### config.mk
export PLATFORM = sky130hd
export DESIGN_NAME = abs_slip_band_pressure_fsm
export DESIGN_NICKNAME = d
export VERILOG_FILES = /design/src/rtl/core/asbp_pkg.sv /design/src/rtl/core/abs_slip_band_pressure_fsm.sv /design/src/rtl/core/asbp_cfg_regs.sv /design/src/rtl/core/asbp_modulator.sv
export VERILOG_INCLUDE_DIRS = /design/src /design/src/rtl/core
export SDC_FILE = /design/constraint.sdc
export NUM_CORES = 1
export LEC_CHECK = 0
export ABC_AREA = 1
export BUFFER_PORTS_ARGS = -buffer_cell sky130_fd_sc_hd__buf_2
export CORE_AREA = 2 2 219 221
export DETAILED_ROUTE_END_ITERATION = 8
export DIE_AREA = 0 0 221 223
export GPL_TIMING_DRIVEN = 0
export PLACE_DENSITY = 0.58
export RECOVER_POWER = 100
export SYNTH_ARGS = -nofsm -noshare
export SYNTH_HDL_FRONTEND = slang
export SYNTH_HIERARCHICAL = 1
export SYNTH_SLANG_ARGS = --single-unit
### constraint.sdc
create_clock -name aclk -period 5.85 [get_ports aclk]
set_clock_uncertainty 0.1 [all_clocks]
set_input_delay 1.17 -clock aclk [delete_from_list [all_inputs] [get_ports aclk]]
set_output_delay 1.17 -clock aclk [all_outputs]
set_load 0.01 [all_outputs]
### src/rtl/core/abs_slip_band_pressure_fsm_macros.svh
// Assertion macros used by the slip-band pressure modulator top level.
`ifndef ABS_SLIP_BAND_PRESSURE_FSM_MACROS_SVH
`define ABS_SLIP_BAND_PRESSURE_FSM_MACROS_SVH

// Same-cycle implication, sampled on aclk, off while reset is asserted.
`define ASBP_ASSERT_NOW(lbl, ante, cons, msg) \
    lbl: assert property (@(posedge aclk) disable iff (!aresetn) \
        (ante) |-> (cons)) else $error(msg);

// Next-cycle implication, sampled on aclk, off while reset is asserted.
`define ASBP_ASSERT_NEXT(lbl, ante, cons, msg) \
    lbl: assert property (@(posedge aclk) disable iff (!aresetn) \
        (ante) |=> (cons)) else $error(msg);

`endif

### src/rtl/core/asbp_pkg.sv
// Shared types and constants for the slip-band pressure modulator.
`default_nettype none
package asbp_pkg;

    localparam int unsigned DATA_W  = 16;
    localparam int unsigned PHASE_W = 2;
    localparam int unsigned ADDR_W  = 5;
    localparam int unsigned APB_W   = 32;

    // Phase codes as they appear on the result beat.
    localparam logic [PHASE_W-1:0] PHASE_NORMAL = 2'd0;
    localparam logic [PHASE_W-1:0] PHASE_BUILD  = 2'd1;
    localparam logic [PHASE_W-1:0] PHASE_HOLD   = 2'd2;
    localparam logic [PHASE_W-1:0] PHASE_DUMP   = 2'd3;

    // Register indexes (word address bits of paddr).
    localparam logic [2:0] REG_SPEED_CUTOFF     = 3'd0;
    localparam logic [2:0] REG_SLIP_HIGH        = 3'd1;
    localparam logic [2:0] REG_SLIP_BAND_TOP    = 3'd2;
    localparam logic [2:0] REG_SLIP_BAND_BOTTOM = 3'd3;
    localparam logic [2:0] REG_SLIP_RELEASE     = 3'd4;
    localparam logic [2:0] REG_BUILD_INCREMENT  = 3'd5;
    localparam logic [2:0] REG_DUMP_DECREMENT   = 3'd6;
    localparam logic [2:0] REG_PRESSURE_FLOOR   = 3'd7;

    typedef struct packed {
        logic [DATA_W-1:0] driver_pressure;
        logic [DATA_W-1:0] wheel_slip;
        logic [DATA_W-1:0] vehicle_speed;
    } in_beat_t;

    typedef struct packed {
        logic [DATA_W-1:0]  brake_pressure;
        logic [PHASE_W-1:0] phase;
    } out_beat_t;

    typedef struct packed {
        logic [DATA_W-1:0] speed_cutoff;
        logic [DATA_W-1:0] slip_high;
        logic [DATA_W-1:0] slip_band_top;
        logic [DATA_W-1:0] slip_band_bottom;
        logic [DATA_W-1:0] slip_release;
        logic [DATA_W-1:0] build_increment;
        logic [DATA_W-1:0] dump_decrement;
        logic [DATA_W-1:0] pressure_floor;
    } cfg_t;

endpackage
`default_nettype wire

### src/rtl/core/abs_slip_band_pressure_fsm.sv
// Top level of the ABS slip-band pressure modulator: handshake pipeline and wiring.
// An accepted input beat passes the input register and then the output register to reach m_data.
// Throughput: one beat per cycle while m_ready stays high; both the input and output registers advance together.
// The phase machine and held pressure update in the cycle a beat leaves the input register.
// Reset (aresetn, synchronous, active low): pipeline empty, phase normal, held pressure zero,
// and all configuration registers return to their default thresholds and steps.
`default_nettype none
`include "abs_slip_band_pressure_fsm_macros.svh"
module abs_slip_band_pressure_fsm
    import asbp_pkg::*;
(
    input  wire logic              aclk,
    input  wire logic              aresetn,
    // Sample channel.
    input  wire logic              s_valid,
    output logic                   s_ready,
    input  wire in_beat_t          s_data,
    // Result channel.
    output logic                   m_valid,
    input  wire logic              m_ready,
    output out_beat_t              m_data,
    // Configuration port.
    input  wire logic              psel,
    input  wire logic              penable,
    input  wire logic              pwrite,
    input  wire logic [ADDR_W-1:0] paddr,
    input  wire logic [APB_W-1:0]  pwdata,
    output logic      [APB_W-1:0]  prdata,
    output logic                   pready
);

    cfg_t      cfg;
    in_beat_t  in_data_reg;
    logic      in_valid_reg;
    out_beat_t out_data_reg;
    logic      out_valid_reg;
    out_beat_t step_result;
    logic      advance;
    logic      s_fire;

    asbp_cfg_regs u_cfg_regs (
        .aclk    (aclk),
        .aresetn (aresetn),
        .psel    (psel),
        .penable (penable),
        .pwrite  (pwrite),
        .paddr   (paddr),
        .pwdata  (pwdata),
        .prdata  (prdata),
        .pready  (pready),
        .cfg     (cfg)
    );

    // A beat in the input register moves on whenever the output register is
    // free or is being emptied this cycle; the state update rides on that move.
    assign advance = in_valid_reg && (!out_valid_reg || m_ready);
    // The input register takes a new beat if it is empty or its beat moves on.
    assign s_ready = !in_valid_reg || advance;
    assign s_fire  = s_valid && s_ready;

    asbp_modulator u_modulator (
        .aclk    (aclk),
        .aresetn (aresetn),
        .advance (advance),
        .item    (in_data_reg),
        .cfg     (cfg),
        .result  (step_result)
    );

    always_ff @(posedge aclk) begin
        if (!aresetn) begin
            in_valid_reg  <= 1'b0;
            out_valid_reg <= 1'b0;
        end else begin
            if (s_fire) begin
                in_valid_reg <= 1'b1;
            end else if (advance) begin
                in_valid_reg <= 1'b0;
            end
            if (advance) begin
                out_valid_reg <= 1'b1;
            end else if (m_ready) begin
                out_valid_reg <= 1'b0;
            end
        end
    end

    // Payload registers carry no reset; the valid flags guard them.
    always_ff @(posedge aclk) begin
        if (s_fire) begin
            in_data_reg <= s_data;
        end
        if (advance) begin
            out_data_reg <= step_result;
        end
    end

    assign m_valid = out_valid_reg;
    assign m_data  = out_data_reg;

    // Below the speed cutoff the command passes through in normal phase.
    `ASBP_ASSERT_NEXT(a_low_speed_pass,
        advance && (in_data_reg.vehicle_speed < cfg.speed_cutoff),
        m_data.phase == PHASE_NORMAL
            && m_data.brake_pressure == $past(in_data_reg.driver_pressure),
        "low speed beat did not pass the command through")
    // The modulated pressure never exceeds the driver command.
    `ASBP_ASSERT_NEXT(a_cmd_ceiling,
        advance,
        m_valid && m_data.brake_pressure <= $past(in_data_reg.driver_pressure),
        "brake pressure above driver command")
    // The sample channel stalls only when both pipeline registers are held.
    `ASBP_ASSERT_NOW(a_stall_cause,
        !s_ready,
        in_valid_reg && out_valid_reg && !m_ready,
        "sample channel stalled without a full pipeline")

endmodule
`default_nettype wire

### src/rtl/core/asbp_cfg_regs.sv
// APB register bank holding the modulator thresholds and step sizes.
`default_nettype none
module asbp_cfg_regs
    import asbp_pkg::*;
(
    input  wire logic              aclk,
    input  wire logic              aresetn,
    input  wire logic              psel,
    input  wire logic              penable,
    input  wire logic              pwrite,
    input  wire logic [ADDR_W-1:0] paddr,
    input  wire logic [APB_W-1:0]  pwdata,
    output logic      [APB_W-1:0]  prdata,
    output logic                   pready,
    output cfg_t                   cfg
);

    cfg_t        cfg_reg;
    logic        wr_en;
    logic [2:0]  reg_idx;
    logic [DATA_W-1:0] wr_val;
    logic [DATA_W-1:0] rd_val;

    assign wr_en   = psel && penable && pwrite;
    assign reg_idx = paddr[4:2];
    assign wr_val  = pwdata[DATA_W-1:0];
    assign pready  = 1'b1;
    assign cfg     = cfg_reg;

    always_ff @(posedge aclk) begin
        if (!aresetn) begin
            cfg_reg.speed_cutoff     <= 16'd1280;
            cfg_reg.slip_high        <= 16'd19661;
            cfg_reg.slip_band_top    <= 16'd16384;
            cfg_reg.slip_band_bottom <= 16'd9830;
            cfg_reg.slip_release     <= 16'd6554;
            cfg_reg.build_increment  <= 16'd26;
            cfg_reg.dump_decrement   <= 16'd51;
            cfg_reg.pressure_floor   <= 16'd0;
        end else if (wr_en) begin
            case (reg_idx)
                REG_SPEED_CUTOFF:     cfg_reg.speed_cutoff     <= wr_val;
                REG_SLIP_HIGH:        cfg_reg.slip_high        <= wr_val;
                REG_SLIP_BAND_TOP:    cfg_reg.slip_band_top    <= wr_val;
                REG_SLIP_BAND_BOTTOM: cfg_reg.slip_band_bottom <= wr_val;
                REG_SLIP_RELEASE:     cfg_reg.slip_release     <= wr_val;
                REG_BUILD_INCREMENT:  cfg_reg.build_increment  <= wr_val;
                REG_DUMP_DECREMENT:   cfg_reg.dump_decrement   <= wr_val;
                REG_PRESSURE_FLOOR:   cfg_reg.pressure_floor   <= wr_val;
                default: ;
            endcase
        end
    end

    always_comb begin
        case (reg_idx)
            REG_SPEED_CUTOFF:     rd_val = cfg_reg.speed_cutoff;
            REG_SLIP_HIGH:        rd_val = cfg_reg.slip_high;
            REG_SLIP_BAND_TOP:    rd_val = cfg_reg.slip_band_top;
            REG_SLIP_BAND_BOTTOM: rd_val = cfg_reg.slip_band_bottom;
            REG_SLIP_RELEASE:     rd_val = cfg_reg.slip_release;
            REG_BUILD_INCREMENT:  rd_val = cfg_reg.build_increment;
            REG_DUMP_DECREMENT:   rd_val = cfg_reg.dump_decrement;
            REG_PRESSURE_FLOOR:   rd_val = cfg_reg.pressure_floor;
            default:              rd_val = '0;
        endcase
        prdata = {{(APB_W-DATA_W){1'b0}}, rd_val};
    end

endmodule
`default_nettype wire

### src/rtl/core/asbp_modulator.sv
// Phase machine and held-pressure register with the clamped pressure update.
`default_nettype none
module asbp_modulator
    import asbp_pkg::*;
(
    input  wire logic     aclk,
    input  wire logic     aresetn,
    input  wire logic     advance,
    input  wire in_beat_t item,
    input  wire cfg_t     cfg,
    output out_beat_t     result
);

    typedef enum logic [PHASE_W-1:0] {
        ST_NORMAL = PHASE_NORMAL,
        ST_BUILD  = PHASE_BUILD,
        ST_HOLD   = PHASE_HOLD,
        ST_DUMP   = PHASE_DUMP
    } state_t;

    state_t            mode_reg, mode_next, fsm_next;
    logic [DATA_W-1:0] held_reg, held_next;
    logic              low_speed;
    logic              over_high, over_top, under_bottom, under_release;
    // One sign bit and one carry bit above the 16-bit pressure.
    logic signed [DATA_W+1:0] p_raw, p_floor, p_clamp;
    logic signed [DATA_W+1:0] cmd_s, floor_s;

    assign low_speed     = item.vehicle_speed < cfg.speed_cutoff;
    assign over_high     = item.wheel_slip > cfg.slip_high;
    assign over_top      = item.wheel_slip > cfg.slip_band_top;
    assign under_bottom  = item.wheel_slip < cfg.slip_band_bottom;
    assign under_release = item.wheel_slip < cfg.slip_release;

    // Test order matters: in build the band top is checked before slip_high.
    always_comb begin
        case (mode_reg)
            ST_NORMAL: begin
                if (over_high)         fsm_next = ST_DUMP;
                else if (over_top)     fsm_next = ST_HOLD;
                else if (under_bottom) fsm_next = ST_BUILD;
                else                   fsm_next = ST_NORMAL;
            end
            ST_BUILD: begin
                if (over_top)          fsm_next = ST_HOLD;
                else if (over_high)    fsm_next = ST_DUMP;
                else                   fsm_next = ST_BUILD;
            end
            ST_HOLD: begin
                if (over_high)         fsm_next = ST_DUMP;
                else if (under_bottom) fsm_next = ST_BUILD;
                else                   fsm_next = ST_HOLD;
            end
            ST_DUMP: begin
                if (under_release)     fsm_next = ST_BUILD;
                else                   fsm_next = ST_DUMP;
            end
            default:                   fsm_next = ST_NORMAL;
        endcase
    end

    always_comb begin
        cmd_s   = signed'({2'b00, item.driver_pressure});
        floor_s = signed'({2'b00, cfg.pressure_floor});
        case (fsm_next)
            ST_NORMAL: p_raw = cmd_s;
            ST_BUILD:  p_raw = signed'({2'b00, held_reg}) + signed'({2'b00, cfg.build_increment});
            ST_HOLD:   p_raw = signed'({2'b00, held_reg});
            ST_DUMP:   p_raw = signed'({2'b00, held_reg}) - signed'({2'b00, cfg.dump_decrement});
            default:   p_raw = cmd_s;
        endcase
        // Floor first, then the command, so a low command overrides the floor.
        p_floor = (p_raw < floor_s) ? floor_s : p_raw;
        p_clamp = (p_floor > cmd_s) ? cmd_s : p_floor;

        if (low_speed) begin
            mode_next = ST_NORMAL;
            held_next = item.driver_pressure;
        end else begin
            mode_next = fsm_next;
            held_next = p_clamp[DATA_W-1:0];
        end
        result.brake_pressure = held_next;
        result.phase          = mode_next;
    end

    always_ff @(posedge aclk) begin
        if (!aresetn) begin
            mode_reg <= ST_NORMAL;
            held_reg <= '0;
        end else if (advance) begin
            mode_reg <= mode_next;
            held_reg <= held_next;
        end
    end

endmodule
`default_nettype wire

Yosys cells after proc, flatten, opt, wreduce, memory -nomap -nowiden
Index checks and enable logic that the tools add are counted.
Operators by class
  add/sub/neg operators: 2
  magnitude comparators: 7
  reduce and logical (&&, ||, !) cells: 21
  equality and inequality tests: 13
  multiplexer cells: 19
Operators by type and width (number)
  $pmux 16 s8: 1
  $pmux 18 s4: 1
  $lt 16x16->1: 3
  $gt 16x16->1: 2
  $mux 16: 2
  $gt 18x17->1: 1
  $lt 18x17->1: 1
  $mux 18: 1
  $add 16x16->17: 1
  $sub 16x16->17: 1
  $mux 2: 8
  $reduce_and 2->1: 8
  $eq 3x3->1 const B: 4
  $eq 2x2->1 const B: 4
  $pmux 2 s4: 1
  $eq 3x2->1 const B: 2
  $mux 1: 5
  $eq 2x1->1 const B: 2
  $logic_and 1x1->1: 4
  $logic_not 2->1: 2
  $reduce_bool 2->1: 2
  $eq 3x1->1 const B: 1
  $logic_not 3->1: 1
  $logic_not 1->1: 2
  $logic_or 1x1->1: 2
Storage, ports and cells
  logic and storage cells: 79
  input bits: 92
  output and inout bits: 53
  flip-flop bits (word level): 214

Longest topological paths before layout
Gate-level depths: netlist (run 1).
  depth after elaboration: 12
  depth in mapped cells: 50
  depth with buffers taken out: 47

Cells and area by module
Netlist (run 1), hierarchy kept.
Modules (own cells, without submodules)
  asbp_modulator: times used 1, area an instance 6297.3 um^2, cells an instance 1087, seq. area each 360.3 um^2
  asbp_cfg_regs: times used 1, area an instance 6044.5 um^2, cells an instance 874, seq. area each 2562.5 um^2
  abs_slip_band_pressure_fsm: times used 1, area an instance 2077.0 um^2, cells an instance 79, seq. area each 2021.9 um^2

Worst setup path after synthesis (run 1)
No wires, ideal clock.
  path type: register -> register
  start: register in_data_reg[31] (netlist name)
  end: register out_data_reg (netlist bit m_data[10]), data pin
  required time: 5497 ps
  data arrival time: 5273 ps
  slack: 223 ps
  buffers on the path: 4
  stages on the path, launching flop included: 43
  library setup time: 253 ps
  clock period less this slack: 5627 ps
  cells stage by stage: edfxtp_1 ha_1 nand2_1 nor2_1 nand2_1 inv_1 a31oi_1 a21boi_1 nand2_2 nand2_4 nand2_2 buf_2 nand2_1 inv_1 nand3_1 nand2_1 inv_1 ha_1 [7 not listed] clkbuf_1 clkinv_1 buf_2 nand3_1 nand2_1 ha_1 nand2_1 nor2_1 nand4_1 o2111ai_1 a21oi_1 o21ai_0 nand2_1 nand2_4 a21oi_4 buf_6 nand2_1 nand2_1
RTL lines
  start, declared: RTL line abs_slip_band_pressure_fsm.sv:33  | in_beat_t in_data_reg;
  start signal, assigned: RTL line abs_slip_band_pressure_fsm.sv:91  | in_data_reg <= s_data;
  end signal, assigned: RTL line abs_slip_band_pressure_fsm.sv:94  | out_data_reg <= step_result;
  end, declared: RTL line abs_slip_band_pressure_fsm.sv:35  | out_beat_t out_data_reg;

Final worst setup path (run 1)
  start: register in_data_reg[28] (netlist name)
  end: register u_modulator.held_reg[7]
On the way
  longest elaborated chain between the ends: 12
  elaborated cells on any way between the ends: 23
  classes of those cells: order compare (6); eq/ne (3); mux (13); reduce/logical (1)
RTL lines
  $lt 16x16->1: RTL line asbp_modulator.sv:32  | assign under_bottom = item.wheel_slip < cfg.slip_band_bottom;
  $mux 1: RTL line asbp_modulator.sv:41  | else if (under_bottom) fsm_next = ST_BUILD;
  $mux 2: RTL line asbp_modulator.sv:40  | else if (over_top) fsm_next = ST_HOLD;
  $mux 2: RTL line asbp_modulator.sv:39  | if (over_high) fsm_next = ST_DUMP;
  $pmux 2 s4 *: RTL line asbp_modulator.sv:37  | case (mode_reg)
  $eq 2x2->1 (tied with other cells): RTL line asbp_modulator.sv:65  | case (fsm_next)
  $pmux 18 s4 *: RTL line asbp_modulator.sv:65
  $lt 18x17->1: RTL line asbp_modulator.sv:73  | p_floor = (p_raw < floor_s) ? floor_s : p_raw;
  $mux 18 *: RTL line asbp_modulator.sv:73
  $gt 18x17->1: RTL line asbp_modulator.sv:74  | p_clamp = (p_floor > cmd_s) ? cmd_s : p_floor;
  $mux 16 *: RTL line asbp_modulator.sv:74
  $mux 16 *: RTL line asbp_modulator.sv:76  | if (low_speed) begin
  end signal, assigned: RTL line asbp_modulator.sv:93  | held_reg <= held_next;
  end, declared: RTL line asbp_modulator.sv:22  | logic [DATA_W-1:0] held_reg, held_next;
Mark *: on every way between the ends. The rest lies on a longest branch, timed or not.
A chain may end at the register's enable or synchronous reset.

==> impl_metrics.csv, run 1 <==
group,metric,value,unit
floorplanning,fp.dieH,223,um
sta,maxSlewHeadroom,-0.328,
grt,grt_pass1_wl,85.3,mm
yosys,netlist.area_leader.share,0.205,
yosys,yosys.area.top_type,"dfxtp_1",
detailed_routing,drt_iter0_drc,1424,
place,dp_hpwl,42.7,mm
detailed_routing,avgRoutedWirePerCell,19.9,um
yosys,synth_common_cells,"nand2_1 (473), nor2_1 (300), inv_1 (250), dfxtp_1 (148), ha_1 (141)",
setup_path,crit_type,"flip-flop to flip-flop",
sta,holdWs,0.380,ns
setup_path,crit_path_frequent_cell,"nand2_4",
clocking,clkTransAtPathRegs,0.06,ns
place,gp_congestion,0.961,
clocking,cts_made_buffers,27,
setup_path,cp_num_buf_inv,10,
sta,period_needed,6.37,ns
power_and_ir_drop,p_leak,0.00905,uW
clocking,ctsHoldBuffers,0,
sta,finalMaxSlewViolations,35,
yosys,synth-edff-count,66,
yosys,syn_area_per_cell,7.07,um2
yosys,synth_area_leaders,"dfxtp_1 (21%), edfxtp_1 (14%), nand2_1 (12%)",
detailed_routing,via_per_inst,5.07,
power_and_ir_drop,power_per_cell_area,331,nW/um2
clocking,cts_tree,"built",
sta,fmax,0.157,GHz
worst_hold_path,hold_class,"flip-flop to flip-flop",
sta,period_share,1.09,
floorplanning,die_area,49300,um2
setup_path,cp_slowest_cell,"edfxtp_1",
detailed_routing,ant_nets,0,
clocking,cts-root-buf,"clkbuf_16",
power_and_ir_drop,power,6220,uW
yosys,postSynthCellCount,2040,
finish,drive_above_1_share,0.222,
floorplanning,core_region_area,47100,um2
floorplanning,die_width,221,um
setup_path,path_delay_family,"simple AND/OR/NAND/NOR gates",
grt,gr-total-overflow,0,
floorplanning,initial_core_util,0.306,
grt,antenna_found_initial,0,
sta,rsz0062_at_grt,"yes",
place,dp_cells,2763,
finish,area_delta_synth_final,30.5,%
status,status,"finished, violations left",
finish,num_antenna_cells,0,
floorplanning,num_rows,80,
setup_path,crit_fanout,6,
setup_path,arrival,6.75,ns
sta,setup_viol,32,
clocking,insertion_delay,0.59,ns
detailed_routing,vias,15000,
place,io_buffers,91,
finish,layout.nets,2553,
clocking,cts.sinks,214,
grt,grt_max_degree,35,
yosys,ys_ff_latch,214,
clocking,clock_path_buffers,3,
finish,fin_cells,2953,
sta,finalHoldViolations,0,
clocking,ctsHtreeMaxLevel,1,
power_and_ir_drop,vdd_drop_max,0.000341,V
grt,grt_pass1_vias,14100,
setup_path,critPathMaxStageDelay,0.51,ns
detailed_routing,drc_errors,0,
yosys,async_reset_ff_frac,0,
finish,largest_register_ffs,128,
yosys,yosysUniqueCellTypes,51,
setup_path,startpoint_type,"flip-flop",
floorplanning,ios,145,
flow_run,drv_cap,1,
sta,timing.final.ws_setup,-0.519,ns
yosys,ys_seq_area_frac,0.343,
status,violations,"max-capacitance violations, max-slew violations, negative setup slack",
yosys,yosysMostFrequentCell,"nand2_1",
setup_path,cp.required,6.23,ns
grt,track_usage,0.226,
setup_path,endpoint_kind,"flip-flop",
yosys,yosysWarnings,6,
yosys,synthesis.area,14400,um2
sta,setup_tns,-14.75,ns
sta,worst_slew_pin_slew,1.99,ns
yosys,ys.flop_type,"dfxtp_1",
detailed_routing,drt-total-wl,58.9,mm
detailed_routing,firstDrtPassIters,6,
[stage by stage]
step           cell area, um2  setup WS (ns)  utilization
4_1_cts                 18300         -0.328        0.387
6_report                18800         -0.519        0.399
2_1_floorplan           14500          0.223            -
5_1_grt                 18800         -0.777        0.399
3_5_place_dp            15700          -1.92        0.334
3_3_place_gp            15700          -1.83        0.333
[power breakdown]
part	internal (uW)	switching, uW
logic	1340	1570
clock network	895	715
registers	1630	69.4
[placed cells by master (no fill, tap or decap), types with 4 or more instances in the layout]
master / synthesis / routed
a21o_1: 8 / 8
o211ai_1: 4 / 4
nand3_2: 5 / 27
xor2_1: 18 / 18
inv_2: 10 / 16
nor2_2: 2 / 6
clkinv_2: 0 / 6
a21oi_2: 2 / 12
buf_1: 5 / 4
nor2_4: 7 / 7
nand2_4: 6 / 27
ha_4: 0 / 28
nand3_4: 3 / 9
ha_1: 141 / 111
buf_12: 0 / 4
buf_6: 9 / 23
clkbuf_1: 48 / 101
clkbuf_8: 0 / 4
nand4_1: 72 / 72
inv_1: 250 / 241
clkbuf_16: 0 / 28
buf_8: 0 / 4
nor3_1: 22 / 18
buf_4: 22 / 138
dfxtp_1: 148 / 146
inv_4: 3 / 4
nand2_1: 473 / 391
edfxtp_1: 66 / 66
a21oi_1: 82 / 67
o21ai_1: 8 / 9
xnor2_1: 8 / 8
nor2_1: 300 / 297
conb_1: 2 / 17
a21oi_4: 1 / 6
nand2_2: 7 / 65
nor3_2: 2 / 4
buf_2: 22 / 73
o21ai_0: 118 / 115
nand3_1: 134 / 106
[timing repair]
| item | in CTS | in global routing |
|---|---|---|
| gates cloned | 6 | 1 |
| buffers inserted | 123 | 16 |
| pin swaps | 65 | 71 |
| setup endpoints to repair | 32 | 32 |
| gates resized for setup | 168 | 133 |
[final timing paths]
check	startpoint	to	slack, ns	cells past startpoint
hold / removal	in_valid_reg$_SDFFE_PN0P_	m_valid$_SDFFE_PN0P_	0.38	2
setup / recovery	in_data_reg[28]$_DFFE_PP_	u_modulator/held_reg[7]$_SDFFE_PN0P_	-0.52	43
hold reg to reg	in_valid_reg$_SDFFE_PN0P_	m_valid$_SDFFE_PN0P_	0.38	2
setup reg to reg	in_data_reg[28]$_DFFE_PP_	u_modulator/held_reg[7]$_SDFFE_PN0P_	-0.52	43
[worst reg2reg max path, delay by kind of cell (launching register included)]
family                     cells  cell delay (ns)
AOI/OAI and AO/OA              5             0.75
adders and majority gates      4             1.23
DFF                            1             0.51
and+or+nand+nor               24             2.67
buffers and inverters         10             1.02
[layout make-up]
cell class | instances | area, um2
Buffer | 106 | 606
Clock buffer | 39 | 751
Clock inverter | 10 | 73.8
Fill cell | 4816 | 28300
Inverter | 265 | 1020
Multi-Input combinational cell | 1469 | 9020
Sequential cell | 214 | 4950
Tap cell | 615 | 769
Timing Repair Buffer | 235 | 1620
[layer usage]
metal,GRT usage,routed length [um],share of wire
met2,0.383,27400,0.46
met4,0.108,3300,0.056
met3,0.0312,3870,0.066
met1,0.284,24300,0.41
met5,0,0,0
[logic make-up (layout without fill, tap and decap cells)]
logic type	Yosys count	in the layout	synth area share
AO/OA/AOI/OAI	245	245	0.0924
XOR/XNOR	26	26	0.0158
adder cells (fa/ha/maj)	143	143	0.125
buffers and inverters	372	655	0.110
flip-flops	214	214	0.343
other	2	17	0.000521
AND/OR/NAND/NOR	1038	1038	0.313
No activity file was read; power rests on OpenSTA's default activity.
==> run 2, diff against run 1 <==
PLACE_DENSITY = unset   (was 0.58)
SKIP_LAST_GASP = 1   (was unset)
clock period = 7.55 ns   (was 5.85 ns; I/O delays follow)
==> impl_metrics.csv, run 2 (synthesis gave the netlist of run 1 again) <==
group,metric,value,unit
setup_path,endpoint_kind,"flip-flop",
status,status,"finished, violations left",
clocking,cts_made_buffers,25,
sta,period_share,0.946,
finish,multi_input_area,7880,um2
sta,fmax,0.140,GHz
clocking,clock_path_buffers,3,
floorplanning,core_region_area,47100,um2
finish,area_delta_synth_final,14.0,%
detailed_routing,vias,14300,
detailed_routing,ant_nets,0,
power_and_ir_drop,power_per_cell_area,229,nW/um2
setup_path,cp.required,7.96,ns
power_and_ir_drop,vdd_drop_max,0.000230,V
floorplanning,die_area,49300,um2
detailed_routing,drt-total-wl,52.9,mm
place,place_ws,-0.0500,ns
clocking,cts-root-buf,"clkbuf_16",
clocking,post_cts_buffers,0,
place,gp_congestion,1.03,
power_and_ir_drop,p_leak,0.00804,uW
clocking,clkTransAtPathRegs,0.07,ns
sta,maxSlewHeadroom,-0.199,
finish,num_antenna_cells,0,
finish,layout.nets,2409,
sta,setup_tns,0,ns
setup_path,cp_slowest_cell,"edfxtp_1",
finish,fillers,5000,
detailed_routing,firstDrtPassIters,7,
status,violations,"max-capacitance violations, max-slew violations",
place,io_buffers,91,
worst_hold_path,hold_class,"flip-flop to flip-flop",
flow_run,drv_cap,1,
detailed_routing,avgRoutedWirePerCell,18.8,um
finish,seqCellArea,4940,um2
grt,track_usage,0.208,
finish,layout_common_cells,"nand2_1 (474), nor2_1 (307), inv_1 (254)",
grt,grt_pass1_wl,79.4,mm
setup_path,crit_type,"flip-flop to flip-flop",
grt,gr-total-overflow,0,
finish,largest_register_ffs,128,
clocking,cts_tree,"built",
floorplanning,ios,145,
detailed_routing,via_per_inst,5.09,
place,dp_hpwl,41.3,mm
floorplanning,die_width,221,um
clocking,ctsHtreeMaxLevel,1,
clocking,ctsHoldBuffers,0,
detailed_routing,drt_iter0_drc,1521,
floorplanning,initial_core_util,0.306,
setup_path,crit_fanout,10,
sta,finalHoldViolations,0,
sta,finalMaxSlewViolations,31,
setup_path,critPathMaxStageDelay,0.50,ns
sta,setup_viol,0,
grt,antenna_found_initial,0,
sta,worst_slew_pin_slew,1.80,ns
floorplanning,num_rows,80,
clocking,cts.sinks,214,
setup_path,startpoint_type,"flip-flop",
finish,drive_above_1_share,0.0812,
detailed_routing,drc_errors,0,
sta,period_needed,7.14,ns
floorplanning,fp.dieH,223,um
finish,final_util,0.349,
grt,grt_max_degree,31,
setup_path,crit_path_frequent_cell,"nand2_1",
setup_path,arrival,7.55,ns
finish,mostFrequentLayoutCell,"nand2_1",
clocking,insertion_delay,0.58,ns
sta,timing.final.ws_setup,0.411,ns
grt,grt_pass1_vias,13500,
[run 2: changes by cell type in the layout (fill, tap and decap cells not counted), moves of 15 or more]
| cell | change |
|---|---|
| nand2_1 | +83 |
| nand3_2 | -23 |
| ha_4 | -28 |
| buf_6 | -17 |
| buf_4 | -117 |
| ha_1 | +29 |
| nand2_2 | -58 |
| nand3_1 | +31 |
| a21oi_1 | +15 |
| nand2_4 | -22 |
[run 2: through the flow]
| step | instance area (um2) | hold WS, ns | cells | power, uW |
|---|---|---|---|---|
| global placement | 15700 | 0.354 | 2761 | 2430 |
| detailed placement | 15700 | 0.365 | 2763 | 2460 |
| finish | 16400 | 0.386 | 2808 | 3760 |
| CTS | 16600 | 0.384 | 2809 | 3770 |
| global route | 16400 | 0.405 | 2808 | 3970 |
| floorplan | 14500 | 0.345 | 2055 | 2120 |
[run 2: per-layer routing]
| layer | track usage | part of all wire |
|---|---|---|
| met3 | 0.0282 | 0.079 |
| met1 | 0.271 | 0.42 |
| met2 | 0.352 | 0.46 |
| met5 | 0 | 0 |
| met4 | 0.0782 | 0.042 |
[run 2: cell type report]
type                            instances  area share
Tap cell                              615      0.0468
Buffer                                106      0.0328
Clock inverter                         11     0.00769
Sequential cell                       214       0.301
Clock buffer                           35      0.0460
Timing Repair Buffer                   93      0.0254
Multi-Input combinational cell       1469       0.480
Inverter                              265      0.0609
[run 2: timing repair]
item                                    4_1_cts  5_1_grt
endpoints found under the setup margin       22       32
resized for setup                             1        5
cloned                                        0        0
pin swaps                                     0        0
[run 2: worst paths after layout]
path / start / slack, ns / endpoint / cells after the start
worst max-delay path: in_data_reg[23]$_DFFE_PP_ / 0.41 / u_modulator/held_reg[0]$_SDFFE_PN0P_ / 41
worst min-delay path: in_valid_reg$_SDFFE_PN0P_ / 0.39 / m_valid$_SDFFE_PN0P_ / 2
worst max register to register: in_data_reg[23]$_DFFE_PP_ / 0.41 / u_modulator/held_reg[0]$_SDFFE_PN0P_ / 41
worst min register to register: in_valid_reg$_SDFFE_PN0P_ / 0.39 / m_valid$_SDFFE_PN0P_ / 2
[run 2: worst max-delay path: cells and delay by family, from the launching register on]
family | cells | cell delay, ns
adders and majority gates | 4 | 1.35
AOI/OAI and AO/OA | 9 | 1.71
and+or+nand+nor | 20 | 2.32
DFF | 1 | 0.50
buffers and inverters | 8 | 1.09
[run 2: where the power goes]
part           internal (uW)  switching, uW
Sequential              1260           51.3
Combinational            378            760
Clock                    771            535
Total                   2410           1350
